--- src/rtl/crt_pkg.sv ---
// ----------------------------------------------------------------------------
// crt_pkg
// Shared types, widths and codes of the Chinese remainder solver.
// ----------------------------------------------------------------------------
`default_nettype none

package crt_pkg;

  localparam int MAX_MODULI_DEF = 4;
  localparam int MOD_WIDTH_DEF  = 16;

  localparam int FLD_W   = 16;
  localparam int ACC_W   = 64;
  localparam int STAT_W  = 2;
  localparam int SGN_W   = FLD_W + 2;
  localparam int DCNT_W  = $clog2(ACC_W);

  localparam logic [STAT_W-1:0] ST_OK     = 2'd0;
  localparam logic [STAT_W-1:0] ST_NOCOPR = 2'd1;
  localparam logic [STAT_W-1:0] ST_OVFL   = 2'd2;

  typedef struct packed {
    logic [FLD_W-1:0] residue;
    logic [FLD_W-1:0] modulus;
    logic             is_last;
  } in_word_t;

  typedef struct packed {
    logic [ACC_W-1:0]  solution;
    logic [ACC_W-1:0]  product;
    logic [STAT_W-1:0] status;
  } out_word_t;

  typedef enum logic [4:0] {
    OP_NOP,
    OP_LOAD,
    OP_START,
    OP_READ,
    OP_READ_J,
    OP_PMUL,
    OP_PAIR_INIT,
    OP_GLOAD,
    OP_GSTEP,
    OP_GEND,
    OP_SOL_INIT,
    OP_DIV_PART,
    OP_PMOD,
    OP_AMOD,
    OP_EINIT,
    OP_ESTART,
    OP_EUPD,
    OP_INV,
    OP_CSTART,
    OP_CMUL,
    OP_ACC,
    OP_OUT
  } dp_op_t;

  typedef struct packed {
    logic ovf;
    logic bad;
    logic i_last;
    logic n_lt2;
    logic pair_last;
    logic gcd_done;
    logic r1_zero;
    logic div_busy;
  } dp_sts_t;

endpackage

`default_nettype wire

--- src/rtl/crt_ctrl.sv ---
// ----------------------------------------------------------------------------
// crt_ctrl
// Sequencer that steps the datapath through load, check and solve.
// ----------------------------------------------------------------------------
`default_nettype none

module crt_ctrl (
  input  wire logic             clk,
  input  wire logic             rst_n,
  input  wire logic             in_valid,
  input  wire logic             in_last,
  input  wire logic             out_stall,
  input  wire crt_pkg::dp_sts_t sts,
  output logic                  in_stall,
  output logic                  out_valid,
  output crt_pkg::dp_op_t       op
);
  import crt_pkg::*;

  typedef enum logic [4:0] {
    S_IDLE, S_CHK, S_PRD, S_PMUL, S_GINIT, S_GRI, S_GRJ, S_GLD, S_GRUN,
    S_GCHK, S_SINIT, S_SRD, S_D1, S_W1, S_W2, S_W3, S_EU, S_EW, S_C1,
    S_CW, S_ACC, S_DONE
  } state_t;

  state_t state_r, state_nxt;
  logic   out_valid_r, out_valid_nxt;

  always_comb begin
    state_nxt     = state_r;
    op            = OP_NOP;
    out_valid_nxt = out_valid_r && out_stall;
    unique case (state_r)
      S_IDLE: begin
        if (in_valid) begin
          op = OP_LOAD;
          if (in_last) begin
            state_nxt = S_CHK;
          end
        end
      end
      S_CHK: begin
        if (sts.ovf) begin
          state_nxt = S_DONE;
        end else begin
          op        = OP_START;
          state_nxt = S_PRD;
        end
      end
      S_PRD: begin
        op        = OP_READ;
        state_nxt = S_PMUL;
      end
      S_PMUL: begin
        op        = OP_PMUL;
        state_nxt = sts.i_last ? S_GINIT : S_PRD;
      end
      S_GINIT: begin
        op = OP_PAIR_INIT;
        priority if (sts.bad) state_nxt = S_DONE;
        else if (sts.n_lt2)   state_nxt = S_SINIT;
        else                  state_nxt = S_GRI;
      end
      S_GRI: begin
        if (sts.bad) begin
          state_nxt = S_DONE;
        end else begin
          op        = OP_READ;
          state_nxt = S_GRJ;
        end
      end
      S_GRJ: begin
        op        = OP_READ_J;
        state_nxt = S_GLD;
      end
      S_GLD: begin
        op        = OP_GLOAD;
        state_nxt = S_GRUN;
      end
      S_GRUN: begin
        priority if (sts.bad) begin
          state_nxt = S_DONE;
        end else if (sts.gcd_done) begin
          op        = OP_GEND;
          state_nxt = sts.pair_last ? S_GCHK : S_GRI;
        end else begin
          op = OP_GSTEP;
        end
      end
      S_GCHK: state_nxt = sts.bad ? S_DONE : S_SINIT;
      S_SINIT: begin
        op        = OP_SOL_INIT;
        state_nxt = S_SRD;
      end
      S_SRD: begin
        op        = OP_READ;
        state_nxt = S_D1;
      end
      S_D1: begin
        op        = OP_DIV_PART;
        state_nxt = S_W1;
      end
      S_W1: begin
        if (!sts.div_busy) begin
          op        = OP_PMOD;
          state_nxt = S_W2;
        end
      end
      S_W2: begin
        if (!sts.div_busy) begin
          op        = OP_AMOD;
          state_nxt = S_W3;
        end
      end
      S_W3: begin
        if (!sts.div_busy) begin
          op        = OP_EINIT;
          state_nxt = S_EU;
        end
      end
      S_EU: begin
        if (sts.r1_zero) begin
          op        = OP_INV;
          state_nxt = S_C1;
        end else begin
          op        = OP_ESTART;
          state_nxt = S_EW;
        end
      end
      S_EW: begin
        if (!sts.div_busy) begin
          op        = OP_EUPD;
          state_nxt = S_EU;
        end
      end
      S_C1: begin
        op        = OP_CSTART;
        state_nxt = S_CW;
      end
      S_CW: begin
        if (!sts.div_busy) begin
          op        = OP_CMUL;
          state_nxt = S_ACC;
        end
      end
      S_ACC: begin
        op        = OP_ACC;
        state_nxt = sts.i_last ? S_DONE : S_SRD;
      end
      S_DONE: begin
        if (!out_valid_r || !out_stall) begin
          op            = OP_OUT;
          out_valid_nxt = 1'b1;
          state_nxt     = S_IDLE;
        end
      end
      default: state_nxt = S_IDLE;
    endcase
  end

  always_ff @(posedge clk) begin
    if (!rst_n) begin
      state_r     <= S_IDLE;
      out_valid_r <= 1'b0;
    end else begin
      state_r     <= state_nxt;
      out_valid_r <= out_valid_nxt;
    end
  end

  assign in_stall  = state_r != S_IDLE;
  assign out_valid = out_valid_r;

endmodule

`default_nettype wire

--- config.mk ---
export PLATFORM = sky130hd
export DESIGN_NAME = crt_ctrl
export DESIGN_NICKNAME = d
export VERILOG_FILES = /design/src/rtl/crt_pkg.sv /design/src/rtl/crt_ctrl.sv
export SDC_FILE = /design/constraint.sdc
export NUM_CORES = 1
export LEC_CHECK = 0
export ABC_CLOCK_PERIOD_IN_PS = 5250
export BUFFER_PORTS_ARGS = -buffer_cell sky130_fd_sc_hd__buf_2
export CELL_PAD_IN_SITES_DETAIL_PLACEMENT = 1
export CELL_PAD_IN_SITES_GLOBAL_PLACEMENT = 2
export CORE_ASPECT_RATIO = 0.9
export CORE_UTILIZATION = 31
export DETAILED_ROUTE_END_ITERATION = 8
export PLACE_DENSITY = 0.86
export SETUP_SLACK_MARGIN = 0.05
export SLEW_MARGIN = 15
export SYNTH_ARGS = -nofsm -noshare
export SYNTH_HDL_FRONTEND = slang
export SYNTH_SLANG_ARGS = --single-unit
--- constraint.sdc ---
create_clock -name clk -period 5.25 [get_ports clk]
set_input_delay 0.7875 -clock clk [delete_from_list [all_inputs] [get_ports clk]]
set_output_delay 0.7875 -clock clk [all_outputs]
set_load 0.01 [all_outputs]
# After elaboration in Yosys (flattened, before gate mapping)
# Index checks and enable logic that the tools add are counted.
word_totals:
  romBits: 0
  wordCells: 74
  latch_bits: 0
  ff_bits: 6
  output_inout_bits: 7
  input_bits: 13
  memories: 0
  mem_bits_rw: 0
op_classes:
  bitwise: 0
  n_shift: 0
  n_reduce_logical: 9
  div: 0
  magnitude_cmp: 0
  muxes: 34
  n_mul: 0
  n_eq_ne: 29
  addsub: 0
ops:
  columns: ["op", "n"]
  rows:
  - ["$pmux 5 s21", 1]
  - ["$pmux 5 s20", 1]
  - ["$mux 5", 18]
  - ["$eq 5x4->1 const B", 8]
  - ["$eq 5x5->1 const B", 6]
  - ["$mux 4", 6]
  - ["$eq 5x3->1 const B", 4]
  - ["$ne 2x2->1 const B", 7]
  - ["$eq 5x2->1 const B", 2]
  - ["$reduce_and 8->1", 1]
  - ["$mux 2", 3]
  - ["$eq 5x1->1 const B", 1]
  - ["$logic_not 5->1", 1]
  - ["$reduce_bool 5->1", 1]
  - ["$mux 1", 4]
  - ["$reduce_or 2->1", 2]
  - ["$mux 3", 1]
  - ["$ne 3x3->1 const B", 1]
  - ["$logic_not 1->1", 2]
  - ["$logic_and 1x1->1", 1]
  - ["$logic_or 1x1->1", 1]

# Depth between registers and ports, before layout
# Gate-level depths: netlist (run 1).
logic_depth:
  word_depth: 4
  ltp_mapped: 8
  ltp_nobuf: 5

# Least setup slack after synthesis (run 1)
# Ideal clock, no wire load.
synth_timing:
  path_type: "input to output"
  start: "in sts[6] in the netlist's numbering"
  end: "out op[0]"
  path_stages: 5
  arrival_ns: 1.787
  slack_ns: 2.675
  t_required_ns: 4.463
  path_buffers: 0
  path_cell_list: "nor2b_1 > a221oi_2 > a211o_1 > o31ai_1 > or4_1"
synth_between:
  elab_chain_cells: 2
  word_cells_on_any_way: 3
  classes_between: "3 x mux"
synth_rtl:
  columns: ["element", "line", "text"]
  rows:
  - ["start: declaration", "crt_ctrl.sv:13", "input wire crt_pkg::dp_sts_t sts,"]
  - ["$mux 4 or $mux 2 (tied branches)", "crt_ctrl.sv:81, crt_ctrl.sv:65", null]
  - ["$pmux 5 s20 *", "crt_ctrl.sv:33", "unique case (state_r)"]
  - ["end: declaration", "crt_ctrl.sv:16", "output crt_pkg::dp_op_t op"]
# Mark *: on every way between the ends. The rest lies on a longest branch, timed or not.

# Worst setup path after layout (run 1)
layout_timing:
  start: "reg state_r[4]"
  end: "out op[0]"
layout_between:
  elab_chain_cells: 3
  word_cells_on_any_way: 23
  classes_between: "20 x eq/ne; 1 x mux; 2 x reduce/logical"
layout_rtl:
  columns: ["element", "line", "text"]
  rows:
  - ["start: declaration", "crt_ctrl.sv:26", "state_t state_r, state_nxt;"]
  - ["start signal: assignment", "crt_ctrl.sv:166", "state_r <= state_nxt;"]
  - ["$eq 5x4->1 or $eq 5x2->1 (tied branches)", "crt_ctrl.sv:33", null]
  - ["$reduce_or 2->1 (no source line)", null, null]
  - ["$pmux 5 s20 *", "crt_ctrl.sv:33", null]
# Marks and branches as above.

==> results.md, run 1 <==
* Worst-path clk slew at around 40 ps
* Die area at between 0.003 and 0.004 mm2
* Req. time, crit path at roughly 4500 ps
* Core area at 0.00309 mm2
* Routed wire length at 3.48 mm
* Setup TNS at 0 ps
* Yosys warnings at 0
* Async set or reset register ratio after synthesis at 0%
* Worst path arrival time at about 2300 ps
* Commonest cells post-synth: nand2_1, a21oi_1, nor2b_1
* RSZ-0062 raised after global routing: no
* Cell variety after synth at 44
* Worst Skew at 4.15 ps
* Maximum buffer depth of the clock tree at 2
* Synth area leaders: dfxtp_1, nor2b_1, a21oi_1, nand2_1, nand3_1
* Fin Hold WS at just over 600 ps
* P_leak at 0.420 nW
* PwrDens at 444 mW/mm2
* Initial antenna violation count at 0
* Period utilisation layout at between 50% and 60%
* Worst skew pair latency at 250 ps
* GR Overflow Total at 0
* Worst-Margin Slew at about 760 ps
* Initial Util at 32.8%
* Hpwl dp at 2.45 mm
* Die W at 62.2 um
* Synth area leader: dfxtp_1
* Vias at 1247
* Fin nets at approximately 180
* Row cnt at 19
* Dominant synthesized flop cell: dfxtp_1
* First DRT Iteration DRCs at 81
* H-Tree Depth at 1
* Tot GR Track Use at 20.8%
* Maximum resistive drop on vdd at 0.146 mV
* Clock sink count at 6
* Area share of the largest cell type after synthesis at 11.9%
* First-pass GRT wire length at 5.78 mm
* Largest net degree at the start of global routing at 35
* Outcome: completed
* Max FO, Critical Path at 21
* Top-count cell post-synth: nand2_1
* Post-CTS Setup Bufs at 0
* Crit path cell chain: nor2b_1, and3_1, nand2_1, a21oi_1, or4_1, buf_2
* Final hold vios at 0
* # setup viols final at 0
* Vias in the first global route at 1209
* Wire per inst at 16.5 um
* Die height at about 56 um
* Final Critical Period at just over 3000 ps
* # port buffers at 19
* Slowest CP cell: dfxtp_1
* Fin util at 36.8%
* Fmax at roughly 330 MHz
* Post-synthesis cell area at 0.00101 mm2
* CTS Root Cell: clkbuf_4
* Post_cts resized at 0
* Placer Congestion at between 0.8 and 0.9
* Hold_buf cts at 0
* EDFF count, synth at 0
* Layout cells sized above 1 at 17.8%
* Synth Area per Inst at roughly 6.4 um2
* DRT antenna net count at 0
* Cells after Synth at roughly 160
* Pre-antenna DRT Iters at 4
* Syn_nets at 171
* Slowest stage delay, CP at 810 ps
* Yosys reg bits at 6
* Worst Setup End Kind: primary output
* Hold Crit Class: reg -> reg
* Max-slew violation count at 0
* Drc violations at 0
* CP startpoint kind: flip-flop
* Count of max-cap constraint violations at 0
* Rel. slew slack at 49.1%
* Antenna diode count at 0
* I/O pins at 20
* Vias per inst at between 5 and 6
* Register area share after synthesis at 11.9%
* Class of the most critical setup path: reg -> out
* P&R area growth vs syn at 12.5%
* Num CTS Buffers at 3
* TritonCTS clock tree: yes
==> worst max-delay path, delay by kind of cell, from the launching register on <==
family | cells | cell delay, ps
AOI/OAI and AO/OA | 1 | 50
buffers and inverters | 1 | 150
DFF | 1 | 810
and+or+nand+nor | 4 | 1010
==> power by group <==
group / total (W) / switching [W] / leakage [nW] / internal, W
clock: 0.0000418 / 0.0000160 / 0.0138 / 0.0000258
sequential: 0.0000827 / 0.0000253 / 0.0490 / 0.0000574
combinational: 0.000381 / 0.000236 / 0.357 / 0.000145
total: 0.000505 / 0.000277 / 0.420 / 0.000228
==> metal layers <==
metal	share of wire (%)	GRT usage (%)
met4	0.92	5.65
met5	0	0
met2	47	34.5
met1	48	27.8
met3	3.9	3.48
==> logic make-up after synthesis <==
family / count (synthesis) / share of synthesized area, %
flip-flops: 6 / 11.9
XOR/XNOR: 1 / 0.865
AND/OR/NAND/NOR: 73 / 37.5
buffers and inverters: 20 / 9.15
AO/OA/AOI/OAI: 55 / 37.6
multiplexers: 3 / 3.09
==> cell usage in the layout (no fill, tap or decap), types with 3 or more instances in the layout <==
cell type,Yosys,final
a21oi_1,14,14
nand2b_1,4,4
nor2b_1,12,12
a32oi_1,3,3
dfxtp_1,6,6
buf_4,0,4
nand3_1,11,11
nor3_1,6,6
inv_1,5,5
buf_2,8,19
nand2_1,18,18
o21ai_0,11,11
o2bb2ai_1,6,6
nor2_1,11,11
clkbuf_4,0,3
==> path summary, 6_finish.rpt <==
check	start	endpoint	slack, ps	cells after the start
min reg2reg	out_valid	out_valid	610	2
max	state_r[4]	op[0]	2190	6
min	out_valid	out_valid	610	2
max reg2reg	state_r[4]	state_r[1]	3120	5
==> registers in the layout, summed over array words and instances, names as in the netlist <==
| signal | flops |
|---|---|
| out_valid | 1 |
| state_r | 5 |
==> layout make-up <==
cell class              count  area (um2)
clock buffers               3        22.5
fillers                   425        1950
inverters                   5        18.8
multi-input cells         132         800
flip-flops and latches      6         120
well taps                  42        52.6
repair buffers             23         125
==> per-stage QoR <==
stage	cell area [um2]	total power (W)	std cells	setup WS (ps)
after global placement	1120	0.000452	208	2310
after global routing	1140	0.000550	211	2090
after detailed placement	1120	0.000458	208	2280
after floorplan	1010	0.000358	158	2680
after CTS	1140	0.000503	211	2230
final	1140	0.000505	211	2190
No activity file was read; power rests on OpenSTA's default activity.
==> run 2, diff against run 1 <==
ABC_AREA = 1   (was not set)
ABC_CLOCK_PERIOD_IN_PS = 2800   (was 5250)
CORE_UTILIZATION = 25   (was 31)
PLACE_DENSITY = 0.78   (was 0.86)
clock period = 2.8 ns   (was 5.25 ns; I/O delays follow)
==> run 2 against run 1 <==
  * Synthesized cell count increased by 28%
  * Total power increased by 75%
  * Sequential share of layout area decreased by 0.97 points
  * Critical path depth unchanged
  * Combinational power increased by 59%
  * Final cell count increased by 27%
  * Area after synthesis increased by 7.9%
  * Flip-flop and latch count unchanged
  * Hold slack got worse by 95 ps
==> results.md, run 2 <==
* Outcome: completed
* Top-count cell post-synth: nand2_1
* Maximum resistive drop on vdd at 0.485 mV
* Post-synthesis cell area at 0.00109 mm2
* Initial antenna violation count at 0
* CP startpoint kind: flip-flop
* Hold Crit Class: in -> reg
* Sw Ratio at 56.4%
* Pre-antenna DRT Iters at 4
* Post-CTS Setup Bufs at 0
* Class of the most critical setup path: reg -> out
* Largest register FFs at 5
* Hold Path Cell Cnt at 3
* Worst path arrival time at 2030 ps
* Vias at 1307
* Rel. slew slack at 53.0%
* Final hold vios at 0
* Comb pwr share at 68.4%
* Area share of the largest cell type after synthesis at roughly a fifth
* Worst Skew at 2.37 ps
* Cell variety after synth at 26
* Tot GR Track Use at 17.4%
* Num CTS Buffers at 3
* Commonest cells post-synth: nand2_1, nor2_1, nand3_1
* Worst Setup End Kind: primary output
* Async set or reset register ratio after synthesis at 0%
* # port buffers at 19
* GR Overflow Total at 0
* PwrDens at 706 mW/mm2
* Post_cts resized at 0
* DRT antenna net count at 0
* Req. time, crit path at about 2400 ps
* P&R area growth vs syn at 14.8%
* Fin util at 30.4%
* Die W at slightly above 70 um
* Synth Area per Inst at 5.41 um2
* Core area at 0.00413 mm2
* Largest net degree at the start of global routing at 16
* Routed wire length at 3.81 mm
* Placer Congestion at 0.834
* P_leak at 0.694 nW
* Slowest CP cell: dfxtp_1
* Clock power frac at 14.2%
* Synth area leader: nand2_1
* CTS Root Cell: clkbuf_8
* Fmax at 409 MHz
* Worst skew pair latency at 220 ps
* Worst-Margin Slew at 704 ps
* Max-slew violation count at 0
* WP buf/inv at 1
* Crit path cell chain: nor3_2, nand2_1, nand2_2, a21oi_1, o2111ai_1, buf_2
* TritonCTS clock tree: yes
* Row cnt at 22
* Maximum buffer depth of the clock tree at 2
* Initial Util at roughly a quarter
* Reg with most FFs: state_r
* Worst r2r path cells at 10
* Cells after Synth at around 200
* Drc violations at 0
* First-pass GRT wire length at between 6 and 7 mm
* Syn_nets at approximately 220
* # setup viols final at 0
* Pwr Total at approximately 0.00088 W
* Vias per inst at 4.88
* First DRT Iteration DRCs at 80
* Die height at around 65 um
* Antenna diode count at 0
* EDFF count, synth at 0
* Max FO, Critical Path at 15
* Register area share after synthesis at 11.0%
* Int Pwr at 0.000386 W
* Clock sink count at 6
* Flop pwr share at 17.4%
* Die area at approximately 0.0046 mm2
* Vias in the first global route at roughly 1300
* I/O pins at 20
* Post-route insts no fill at 268
* Leading cell type in the layout, fill and taps excluded: nand2_1
* Total placed cells including tap cells at 265
* Worst-path clk slew at 30 ps
* Count of max-cap constraint violations at 0
* Fin nets at 235
* H-Tree Depth at 1
* Hpwl dp at 3.28 mm
* Yosys warnings at 0
* Layout cells sized above 1 at between 20% and 30%
* Hold_buf cts at 0
* Period utilisation layout at around 87%
* Dominant synthesized flop cell: dfxtp_1
* Wire per inst at ~14 um
* Cell count along the critical path at 6
* Synth area leaders: nand2_1, dfxtp_1, nand3_1, nor2_1, inv_1
* Setup TNS at 0 ps
* Final Critical Period at 2450 ps
* CP delay by family, top: flip-flops
* Slowest stage delay, CP at 760 ps
* Psw at between 0.0004 and 0.0005 W
* Yosys reg bits at 6
* RSZ-0062 raised after global routing: no
* Commonest cells after routing, fill and taps aside: nand2_1, nor2_1, nand3_1, inv_1, buf_2
-- run 2: cell types whose count changed after synthesis, sizes merged, moves of 5 or more --
cell | previous run | this run
nand2 | 18 | 69
nor2 | 11 | 39
inv | 5 | 27
nand3 | 11 | 24
nor2b | 12 | 0
a21oi | 14 | 7
buf | 11 | 4
o2bb2ai | 6 | 0
nand4 | 0 | 5
-- run 2: worst paths after layout --
kind | from | end | slack [ps]
worst max-delay path | state_r[4] | op[2] | 350
worst min-delay path | rst_n | state_r[4] | 520
worst max register to register | state_r[4] | state_r[4] | 860
worst min register to register | state_r[2] | state_r[2] | 530
-- run 2: cells by family after synthesis --
logic type / after synthesis / synth area share [%]
simple gates: 144 / 65.9
compound gates: 21 / 10.7
flops: 6 / 11.0
buf+inv: 31 / 12.5
-- run 2: tightest hold or removal path, stage by stage --
cell and delay (ps):
buf_2 70, inv_1 80, a21oi_1 120
-- run 2: power by group through the flow --
stage / clock network, W / logic (W) / registers (W)
6_report: 0.000126 / 0.000605 / 0.000154
5_1_grt: 0.000135 / 0.000674 / 0.000160
4_1_cts: 0.000130 / 0.000608 / 0.000155
3_5_place_dp: 0 / 0.000607 / 0.000156
3_3_place_gp: 0 / 0.000611 / 0.000156
2_1_floorplan: 0 / 0.000484 / 0.000117
-- run 2: final cells by class --
type	instances	area (um2)
sequential	6	120
timing repair buffer	19	95.1
multi-input combinational	165	836
clock buffer	3	41.3
fill	574	2880
tap	48	60.1
inverter	27	101
-- run 2: per-stage QoR --
step	setup WS [ps]	hold slack, ps	instance area, um2
finish	352	516	1250
global route	237	551	1250
CTS	344	521	1250
detailed placement	583	523	1210
global placement	535	518	1210
floorplan	1170	502	1090
-- run 2: layer usage --
metal	wire length [um]	GRT usage [%]
met1	2030	26.0
met2	1620	26.9
met3	162	2.95
met4	0	1.47
met5	0	0
==> run 3, diff against run 2 <==
==> constraint.sdc (replaced) <==
create_clock -name clk -period 2.8 [get_ports clk]
set_input_delay 0.56 -clock clk [delete_from_list [all_inputs] [get_ports clk]]
set_output_delay 0.56 -clock clk [all_outputs]
set_load 0.01 [all_outputs]
==> run 3 against run 2 <==
  * Clock skew is 0.61 ps lower
  * Hold slack improved by 22 ps
  * Register-to-register slack barely moved
  * Critical path depth unchanged
  * Critical path type unchanged
==> results.md, run 3 (synthesized netlist as in run 2, its figures left out) <==
* Outcome: completed
* Row cnt at 22
* TritonCTS clock tree: yes
* CTS Root Cell: clkbuf_8
* Worst Setup End Kind: primary output
* Initial antenna violation count at 0
* Worst skew pair latency at 220 ps
* Fin nets at ~240
* Initial Util at 26.5%
* Period utilisation layout at 92.5%
* Vias at 1330
* Wl on met1 at around 2.1 mm
* Worst Skew at about 1.8 ps
* Fmax at 386 MHz
* Max FO, Critical Path at 15
* PwrDens at 695 mW/mm2
* Class of the most critical setup path: reg -> out
* # setup viols final at 0
* # port buffers at 19
* Post-CTS Setup Bufs at 0
* Count of max-cap constraint violations at 0
* Met2 wire len at 1.67 mm
* Final Critical Period at 2590 ps
* Commonest cells after routing, fill and taps aside: nand2_1, nor2_1, nand3_1, inv_1, buf_2
* I/O pins at 20
* Reg with most FFs: state_r
* First-pass GRT wire length at 6.59 mm
* Wire per inst at 14.2 um
* Layout cells sized above 1 at 27.5%
* Post-route insts no fill at 270
* Total placed cells including tap cells at 267
* Max-slew violation count at 0
* Hpwl dp at between 3 and 4 mm
* Hold_buf cts at 0
* H-Tree Depth at 1
* Maximum resistive drop on vdd at roughly 0.34 mV
* Core area at 0.00413 mm2
* Worst path arrival time at 2030 ps
* DRT antenna net count at 0
* Post_cts resized at 0
* CP startpoint kind: flip-flop
* Num CTS Buffers at 3
* Worst-Margin Slew at ~710 ps
* Routed wire length at between 3 and 4 mm
* WL met3 at 94 um
* Antenna diode count at 0
* Vias in the first global route at between 1000 and 1500
* Die area at approximately 0.0046 mm2
* Clock sink count at 6
* Die height at roughly 65 um
* Vias per inst at about 4.9
* Req. time, crit path at 2240 ps
* RSZ-0062 raised after global routing: no
* GR Overflow Total at 0
* Rel. slew slack at 52.8%
* Final hold vios at 0
* Largest net degree at the start of global routing at 16
* Placer Congestion at 0.870
* Setup TNS at 0 ps
* Worst-path clk slew at around 30 ps
* Maximum buffer depth of the clock tree at 2
* Hold Crit Class: reg -> reg
* First DRT Iteration DRCs at 59
* Pre-antenna DRT Iters at 4
* P&R area growth vs syn at 16.2%
* Die W at between 70 and 80 um
* Top routing layer used: met4
* P_leak at 0.704 nW
* Drc violations at 0
* Largest register FFs at 5
* Leading cell type in the layout, fill and taps excluded: nand2_1
* Tot GR Track Use at 18.0%
-- run 3: cell count changes in the layout (fill, tap and decap cells not counted) --
cell | before | now
buf_4 | 0 | 2
-- run 3: path summary, 6_finish.rpt --
| check | endpoint | slack [ps] | start | cells after the start |
|---|---|---|---|---|
| max reg2reg | state_r[0] | 870 | state_r[4] | 10 |
| max | op[2] | 210 | state_r[4] | 6 |
| min | state_r[2] | 540 | state_r[2] | 2 |
| min reg2reg | state_r[2] | 540 | state_r[2] | 2 |
-- run 3: per-stage QoR --
stage               setup slack [ps]  utilization, %  hold slack [ps]  instance area, um2  power [W]
floorplan                       1030               -              502                1090   0.000601
global placement                 450            29.7              521                1230   0.000766
detailed placement               472            29.7              535                1230   0.000764
CTS                              237            30.7              540                1270   0.000893
global route                    54.7            30.7              586                1270   0.000973
finish                           210            30.7              539                1270   0.000882
-- run 3: where the power goes --
group / internal (W) / switching (W) / leakage (nW)
clock network: 0.0000920 / 0.0000334 / 0.0216
logic: 0.000194 / 0.000406 / 0.634
registers: 0.000103 / 0.0000529 / 0.0487
total: 0.000390 / 0.000492 / 0.704
-- run 3: final cells by class --
type	count	area (um2)
Multi-Input combinational cell	165	836
Tap cell	48	60.1
Sequential cell	6	120
Fill cell	584	2860
Timing Repair Buffer	21	110
Inverter	27	101
Clock buffer	3	41.3
-- run 3: per-layer routing --
metal | GRT usage, % | vias up
li1 | - | 689
met1 | 26.4 | 617
met2 | 29.6 | 22
met3 | 0.933 | 2
met4 | 2.21 | 0
met5 | 0 | -
-- run 3: worst max-delay path: stages (launching register included) --
cell and delay [ps]:
dfxtp_1 760, nor3_2 180, nand2_1 170, nand2_2 90
a21oi_1 250, o2111ai_1 180, buf_2 170
